<file path="config.mk">
export PLATFORM = sky130hd
export DESIGN_NAME = mutwa_front
export DESIGN_NICKNAME = d
export VERILOG_FILES = /design/src/design/mutwa_pkg.sv /design/src/design/mutwa_front.sv
export SDC_FILE = /design/constraint.sdc
export NUM_CORES = 1
export LEC_CHECK = 0
export ABC_AREA = 0
export BUFFER_PORTS_ARGS = -buffer_cell sky130_fd_sc_hd__buf_2
export CORE_MARGIN = 2
export CORE_UTILIZATION = 42
export CTS_CLUSTER_DIAMETER = 40
export DETAILED_ROUTE_END_ITERATION = 10
export PLACE_DENSITY_LB_ADDON = 0.3
export SETUP_SLACK_MARGIN = 0.3
export SYNTH_ARGS = -nofsm -noshare
export SYNTH_HDL_FRONTEND = slang
export SYNTH_SLANG_ARGS = --single-unit
export TNS_END_PERCENT = 50
</file>
<file path="constraint.sdc">
create_clock -name clk -period 3.84 [get_ports clk]
set_clock_uncertainty 0.2 [all_clocks]
set_input_delay 0.192 -clock clk [delete_from_list [all_inputs] [get_ports clk]]
set_output_delay 0.192 -clock clk [all_outputs]
set_load 0.005 [all_outputs]
</file>
<file path="src/design/mutwa_pkg.sv">
// Shared types, constants and codes for the MAC user table with aging.
// Used by every module of the block but mutwa_ram; depends on nothing.
package mutwa_pkg;

  localparam int ENTRIES = 1024;
  localparam int IDX_W   = $clog2(ENTRIES);
  localparam int CNT_W   = IDX_W + 1;

  localparam logic [29:0] SWEEP_INTERVAL_RESET = 30'd300000;

  localparam logic [3:0] FUNC_ADD        = 4'd0;
  localparam logic [3:0] FUNC_LOOKUP     = 4'd1;
  localparam logic [3:0] FUNC_SET_STATUS = 4'd2;
  localparam logic [3:0] FUNC_SET_AUTH   = 4'd3;
  localparam logic [3:0] FUNC_SET_ADDR   = 4'd4;
  localparam logic [3:0] FUNC_TOUCH      = 4'd5;
  localparam logic [3:0] FUNC_KICK       = 4'd6;
  localparam logic [3:0] FUNC_TICK       = 4'd7;
  localparam logic [3:0] FUNC_CLEAR      = 4'd8;

  localparam logic [1:0] AUTH_UNKNOWN = 2'd0;
  localparam logic [1:0] AUTH_AUTO    = 2'd1;

  typedef enum logic [3:0] {
    OP_ADD,
    OP_LOOKUP,
    OP_SET_STATUS,
    OP_SET_AUTH,
    OP_SET_ADDR,
    OP_TOUCH,
    OP_KICK,
    OP_TICK,
    OP_CLEAR,
    OP_NONE
  } op_t;

  typedef struct packed {
    logic [3:0]  func;
    logic [47:0] mac;
    logic [31:0] ipv4;
    logic        status;
    logic [1:0]  auth_mode;
  } item_t;

  typedef struct packed {
    logic        found;
    logic        error;
    logic [31:0] user_ipv4;
    logic        user_online;
    logic [1:0]  user_auth_type;
    logic [10:0] removed_count;
  } result_t;

  typedef struct packed {
    op_t         op;
    logic [47:0] mac;
    logic [31:0] ipv4;
    logic        status;
    logic [1:0]  auth_mode;
  } job_t;

  typedef struct packed {
    logic        valid;
    logic [47:0] mac;
    logic [31:0] addr;
    logic        online;
    logic [1:0]  kind;
    logic [31:0] last;
  } entry_t;

  localparam int ENTRY_W = $bits(entry_t);

endpackage

</file>
<file path="src/design/mutwa_front.sv">
// Front end: decodes each request into an operation and holds it in a two-deep queue.
// Depends on mutwa_pkg.
module mutwa_front (
  input  logic                clk,
  input  logic                rst,
  input  logic                clearing,
  input  logic                item_valid,
  output logic                item_ready,
  input  mutwa_pkg::item_t    item,
  output logic                q_valid,
  input  logic                q_pop,
  output mutwa_pkg::job_t     q_job
);

  mutwa_pkg::job_t slot [2];
  logic            wr_ptr;
  logic            rd_ptr;
  logic [1:0]      count;
  mutwa_pkg::job_t job;
  logic            push;
  logic            pop;

  always_comb begin
    job.mac       = item.mac;
    job.ipv4      = item.ipv4;
    job.status    = item.status;
    job.auth_mode = item.auth_mode;
    unique case (item.func)
      mutwa_pkg::FUNC_ADD:        job.op = mutwa_pkg::OP_ADD;
      mutwa_pkg::FUNC_LOOKUP:     job.op = mutwa_pkg::OP_LOOKUP;
      mutwa_pkg::FUNC_SET_STATUS: job.op = mutwa_pkg::OP_SET_STATUS;
      mutwa_pkg::FUNC_SET_AUTH:   job.op = mutwa_pkg::OP_SET_AUTH;
      mutwa_pkg::FUNC_SET_ADDR:   job.op = mutwa_pkg::OP_SET_ADDR;
      mutwa_pkg::FUNC_TOUCH:      job.op = mutwa_pkg::OP_TOUCH;
      mutwa_pkg::FUNC_KICK:       job.op = mutwa_pkg::OP_KICK;
      mutwa_pkg::FUNC_TICK:       job.op = mutwa_pkg::OP_TICK;
      mutwa_pkg::FUNC_CLEAR:      job.op = mutwa_pkg::OP_CLEAR;
      default:                    job.op = mutwa_pkg::OP_NONE;
    endcase
  end

  // No request is taken while the table is being cleared after reset.
  assign item_ready = (count != 2'd2) && !clearing;
  assign push       = item_valid && item_ready;
  assign q_valid    = (count != 2'd0);
  assign pop        = q_pop && q_valid;
  assign q_job      = slot[rd_ptr];

  always_ff @(posedge clk) begin
    if (push) begin
      slot[wr_ptr] <= job;
    end
    if (rst) begin
      wr_ptr <= 1'b0;
      rd_ptr <= 1'b0;
      count  <= 2'd0;
    end else begin
      if (push) begin
        wr_ptr <= ~wr_ptr;
      end
      if (pop) begin
        rd_ptr <= ~rd_ptr;
      end
      count <= count + {1'b0, push} - {1'b0, pop};
    end
  end

endmodule

</file>
## After elaboration in Yosys (flattened, before gate mapping)

Memory sizes are Yosys's and may differ from the RTL's. A register that Yosys moved wholly into a read port is not among the register bits.
Index checks and enable logic that the tools add are counted.

- Register bits after elaboration: 4
- Bits in writable memories: 174
- Bits in read-only memories: 64
- Output and inout bits: 89
- Memories kept: 2

- Add/subtract/negate cells: 2
- Equal/unequal tests: 1
- Mux-type cells: 4
- Bitwise logic cells: 2
- Reduce and logical (&&, ||, !) cells: 5

Memories:

| name | words | width | read ports | clocked after memory_dff | write ports | RTL line | text |
|---|---|---|---|---|---|---|---|
| slot | 2 | 87 | 1 | 1 | 1 | mutwa_front.sv:15 | `mutwa_pkg::job_t slot [2];` |
| (name not given) | 16 | 4 | 1 | 0 | 0 | mutwa_front.sv:28 | `unique case (item.func)` |

Operators by type and width:

| cell | count |
|---|---|
| 1-bit two-way mux | 4 |
| 1-bit logical AND | 3 |
| 2-bit by 1-bit adder with 2-bit output | 1 |
| 2-bit != test (second input constant) | 1 |
| 1-bit NOT | 2 |
| 2-bit nonzero test | 1 |
| 2-bit by 1-bit subtractor with 2-bit output | 1 |
| 1-bit zero test | 1 |

## Logic depth before layout (Yosys ltp)

- Depth in word-level cells: 5
- Depth in mapped cells: 9

## Worst setup path before layout

Ideal clock, no wire load.

- Kind: reg2reg
- From: register count[1]
- To: memory slot[1][0] (netlist name) (enable)
- Arrival time: 2.725 ns
- Required time: 3.184 ns
- Slack: 0.460 ns
- Cell stages (with the launch flop): 4
- Clock period less this slack: 3.380 ns
- Cells stage by stage: dfxtp_1 -> nor2b_1 -> nor2_1 -> and3_1

- Cells in the longest elaborated chain, start to end: 5

Ends and longest elaborated chain:

| element | RTL line | text |
|---|---|---|
| start: declaration | mutwa_front.sv:18 | `logic [1:0] count;` |
| start signal: assignment | mutwa_front.sv:64 | `count <= count + {1'b0, push} - {1'b0, pop};` |
| 2-bit != test | mutwa_front.sv:43 | `assign item_ready = (count != 2'd2) && !clearing;` |
| 1-bit logical AND | mutwa_front.sv:43 |  |
| via item_ready | mutwa_front.sv:8 | `output logic item_ready,` |
| 1-bit logical AND | mutwa_front.sv:44 | `assign push = item_valid && item_ready;` |
| 1-bit two-way mux | mutwa_front.sv:50 | `if (push) begin` |
| 1-bit two-way mux (implied by the code) | mutwa_front.sv:51 | `slot[wr_ptr] <= job;` |
| end: declaration | mutwa_front.sv:15 |  |

The timed path passes the listed nets, and every way through them passes these cells.

==> results.yml <==
drt:
  first_pass_iters: 5
  viasPerCell: 4.51
  antenna_left: 0
  finalWirelength_um: 13000
  route.detailed.drc: 0
  wl_per_cell_um: 16.0
  num_vias: 3676
  drt_iter0_markers: 167
timing:
  slew_headroom: 0.466
  rsz0062_at_grt: "no"
  timing.fmax_mhz: 395
  post-route-min-period_ns: 2.53
  final_max_slew_viol_count: 0
  setup_slack_ns: 1.31
  setup_viol: 0
  finalSetupTns_ns: 0
  hold_viol: 0
  period_share: 0.659
  worst_pin_slew_ns: 0.802
cells_and_area:
  final_cells: 815
  fin_nets: 680
  final_util: 0.588
  drive_gt1_frac: 0.494
  n_antenna_cell: 0
  syn2layout_area_growth_pct: 38.8
die:
  ios: 181
  coreArea_sq_um: 15700
  dieHeight_um: 130
  num_rows: 46
  die_w_um: 130
  die_area_sq_um: 16900
  start_util: 0.424
grt:
  grt_pass1_vias: 3879
  antenna_found_initial: 1
  grt_max_degree: 56
  track_usage: 0.155
  grt_pass1_wl_um: 19300
  grt_overflow: 0
placement:
  io_buffers: 180
  dp_cells: 692
  place_ws_ns: 1.45
  place.gp.congestion: 0.698
  dp_hpwl_um: 7780
power:
  total_power_mw: 5.10
  leakagePower_nw: 3.50
  ir_worst_vdd_uv: 323
  powerDensity_nw_per_um2: 553
critical_path:
  cp_max_fo: 48
  ff2ff_setup_slack_ns: 1.41
  worstSetupPathType: "reg2out"
  r2r_end: "slot[1][69]"
  required_ns: 3.45
  worstSetupEndpointType: "primary output"
  endpoint: "q_job[26]"
  cp-start-kind: "flop"
  worstPathArrival_ns: 2.14
  rr_startpoint: "count[1]"
  ff2ff_path_depth: 4
clock_network:
  cts.sinks: 179
  cts.path.max_buffers: 2
  clk_pin_slew_ns: 0.06
  cts_hold_buf: 91
  ctsResizeCount: 0
  numCtsBuffers: 17
  cts_setup_buffers: 0
  cts_tree: "yes"
  h-tree-depth: 4
  cts-root-buf: "clkbuf_16"
  clk_latency_ns: 0.42
logic_synthesis:
  synth-seq-cells: 179
  yosysTopAreaCell: "edfxtp_1"
  synthCells: 302
  ys_types: 22
  ys.warnings.count: 0
  synth.area.top_cells: "edfxtp_1, mux2_2, mux2_4"
  syn-num-nets: 396
  avgSynthCellArea_sq_um: 22.0
  yosysSeqAreaShare: 0.800
  synthesis.area_sq_um: 6660
  synth_top_area_frac: 0.785
status:
  status: "complete, no violations"
flow_run:
  max_cap_violations: 0
worst_hold_path:
  hp-class: "in2reg"
## critical path: stages, from the launching register on
cell,delay [ns]
dfxtp_4,0.79
buf_12,0.37
mux2_2,0.39
buf_2,0.13
## stage by stage
step,hold slack [ns],cell area (sq um)
floorplan,0.0611,6660
global placement,0.179,7810
detailed placement,0.185,7810
CTS,0.0102,9240
global route,0.0493,9240
finish,0.0425,9240
## sequential cells by signal (all words and copies together), names as in the netlist, named ones only
| signal | flops |
|---|---|
| count | 2 |
| slot | 174 |
| rd_ptr | 1 |
| wr_ptr | 1 |
## report_power, final
| group | switching [mW] | total [mW] | internal, mW |
|---|---|---|---|
| registers | 0.119 | 2.44 | 2.32 |
| logic | 0.454 | 1.12 | 0.668 |
| clock network | 0.656 | 1.54 | 0.883 |
| total | 1.23 | 5.10 | 3.87 |
## layout make-up
cell class	instances	area, sq um
Multi-Input combinational cell	111	1250
Timing Repair Buffer	275	1870
Tap cell	216	270
Clock buffer	25	455
Clock inverter	7	58.8
Inverter	2	8.76
Fill cell	1206	6470
Sequential cell	179	5330
## cell usage in the layout (no fill, tap or decap)
cell	synthesis	final
clkinv_2	0	3
nor2_1	4	4
buf_4	0	2
clkinvlp_4	0	1
clkbuf_1	0	8
edfxtp_1	174	174
buf_12	0	2
dfxtp_1	5	4
and3_4	0	1
nand2_1	1	1
mux2_4	30	30
bufinv_16	0	1
ha_1	2	2
dfxtp_4	0	1
nor3_1	1	1
clkbuf_16	0	17
xor2_1	1	1
inv_1	2	1
or2_2	1	1
buf_2	5	180
or3_1	1	1
dlygate4sd3_1	0	91
xnor2_1	1	1
o21ai_0	2	2
nor2b_1	4	4
clkinv_1	0	3
a21oi_1	1	1
nand2b_1	2	2
and2_1	1	1
mux2_2	57	57
o21a_1	1	1
## cells in the mapped netlist, drive strengths merged
cell type	instances
nor2b	4
mux2	87
or3	1
ha	2
or2	1
inv	2
o21ai	2
o21a	1
edfxtp	174
nor3	1
and3	1
a21oi	1
dfxtp	5
xor2	1
nand2b	2
nand2	1
nor2	4
and2	1
buf	10
xnor2	1
## routing by layer
layer  vias to the layer above  routed length [um]  track usage
met5                         -                  11            0
met4                         2                 170       0.0664
met3                        18                 909       0.0603
met2                       129                6190        0.252
met1                      1770                5740        0.186
li1                       1757                   -            -
## logic make-up (layout without fill, tap and decap cells)
group | count (synthesis) | in the layout | synth area share
XOR/XNOR | 2 | 2 | 0.00263
adder cells (fa/ha/maj) | 2 | 2 | 0.00376
AND/OR/NAND/NOR | 16 | 16 | 0.0130
AO/OA/AOI/OAI | 4 | 4 | 0.00338
buffers and inverters | 12 | 309 | 0.0133
flip-flops | 179 | 179 | 0.800
multiplexers | 87 | 87 | 0.164
## worst min path at each step
stage,from,end,cells after the start
after global routing,clearing,wr_ptr,4
final,clearing,wr_ptr,4
after CTS,clearing,wr_ptr,4
after floorplan,rst,wr_ptr,1
after detailed placement,item[32],slot[1][32],1
after global placement,item[27],slot[1][27],1
No activity file was read; power rests on OpenSTA's default activity.
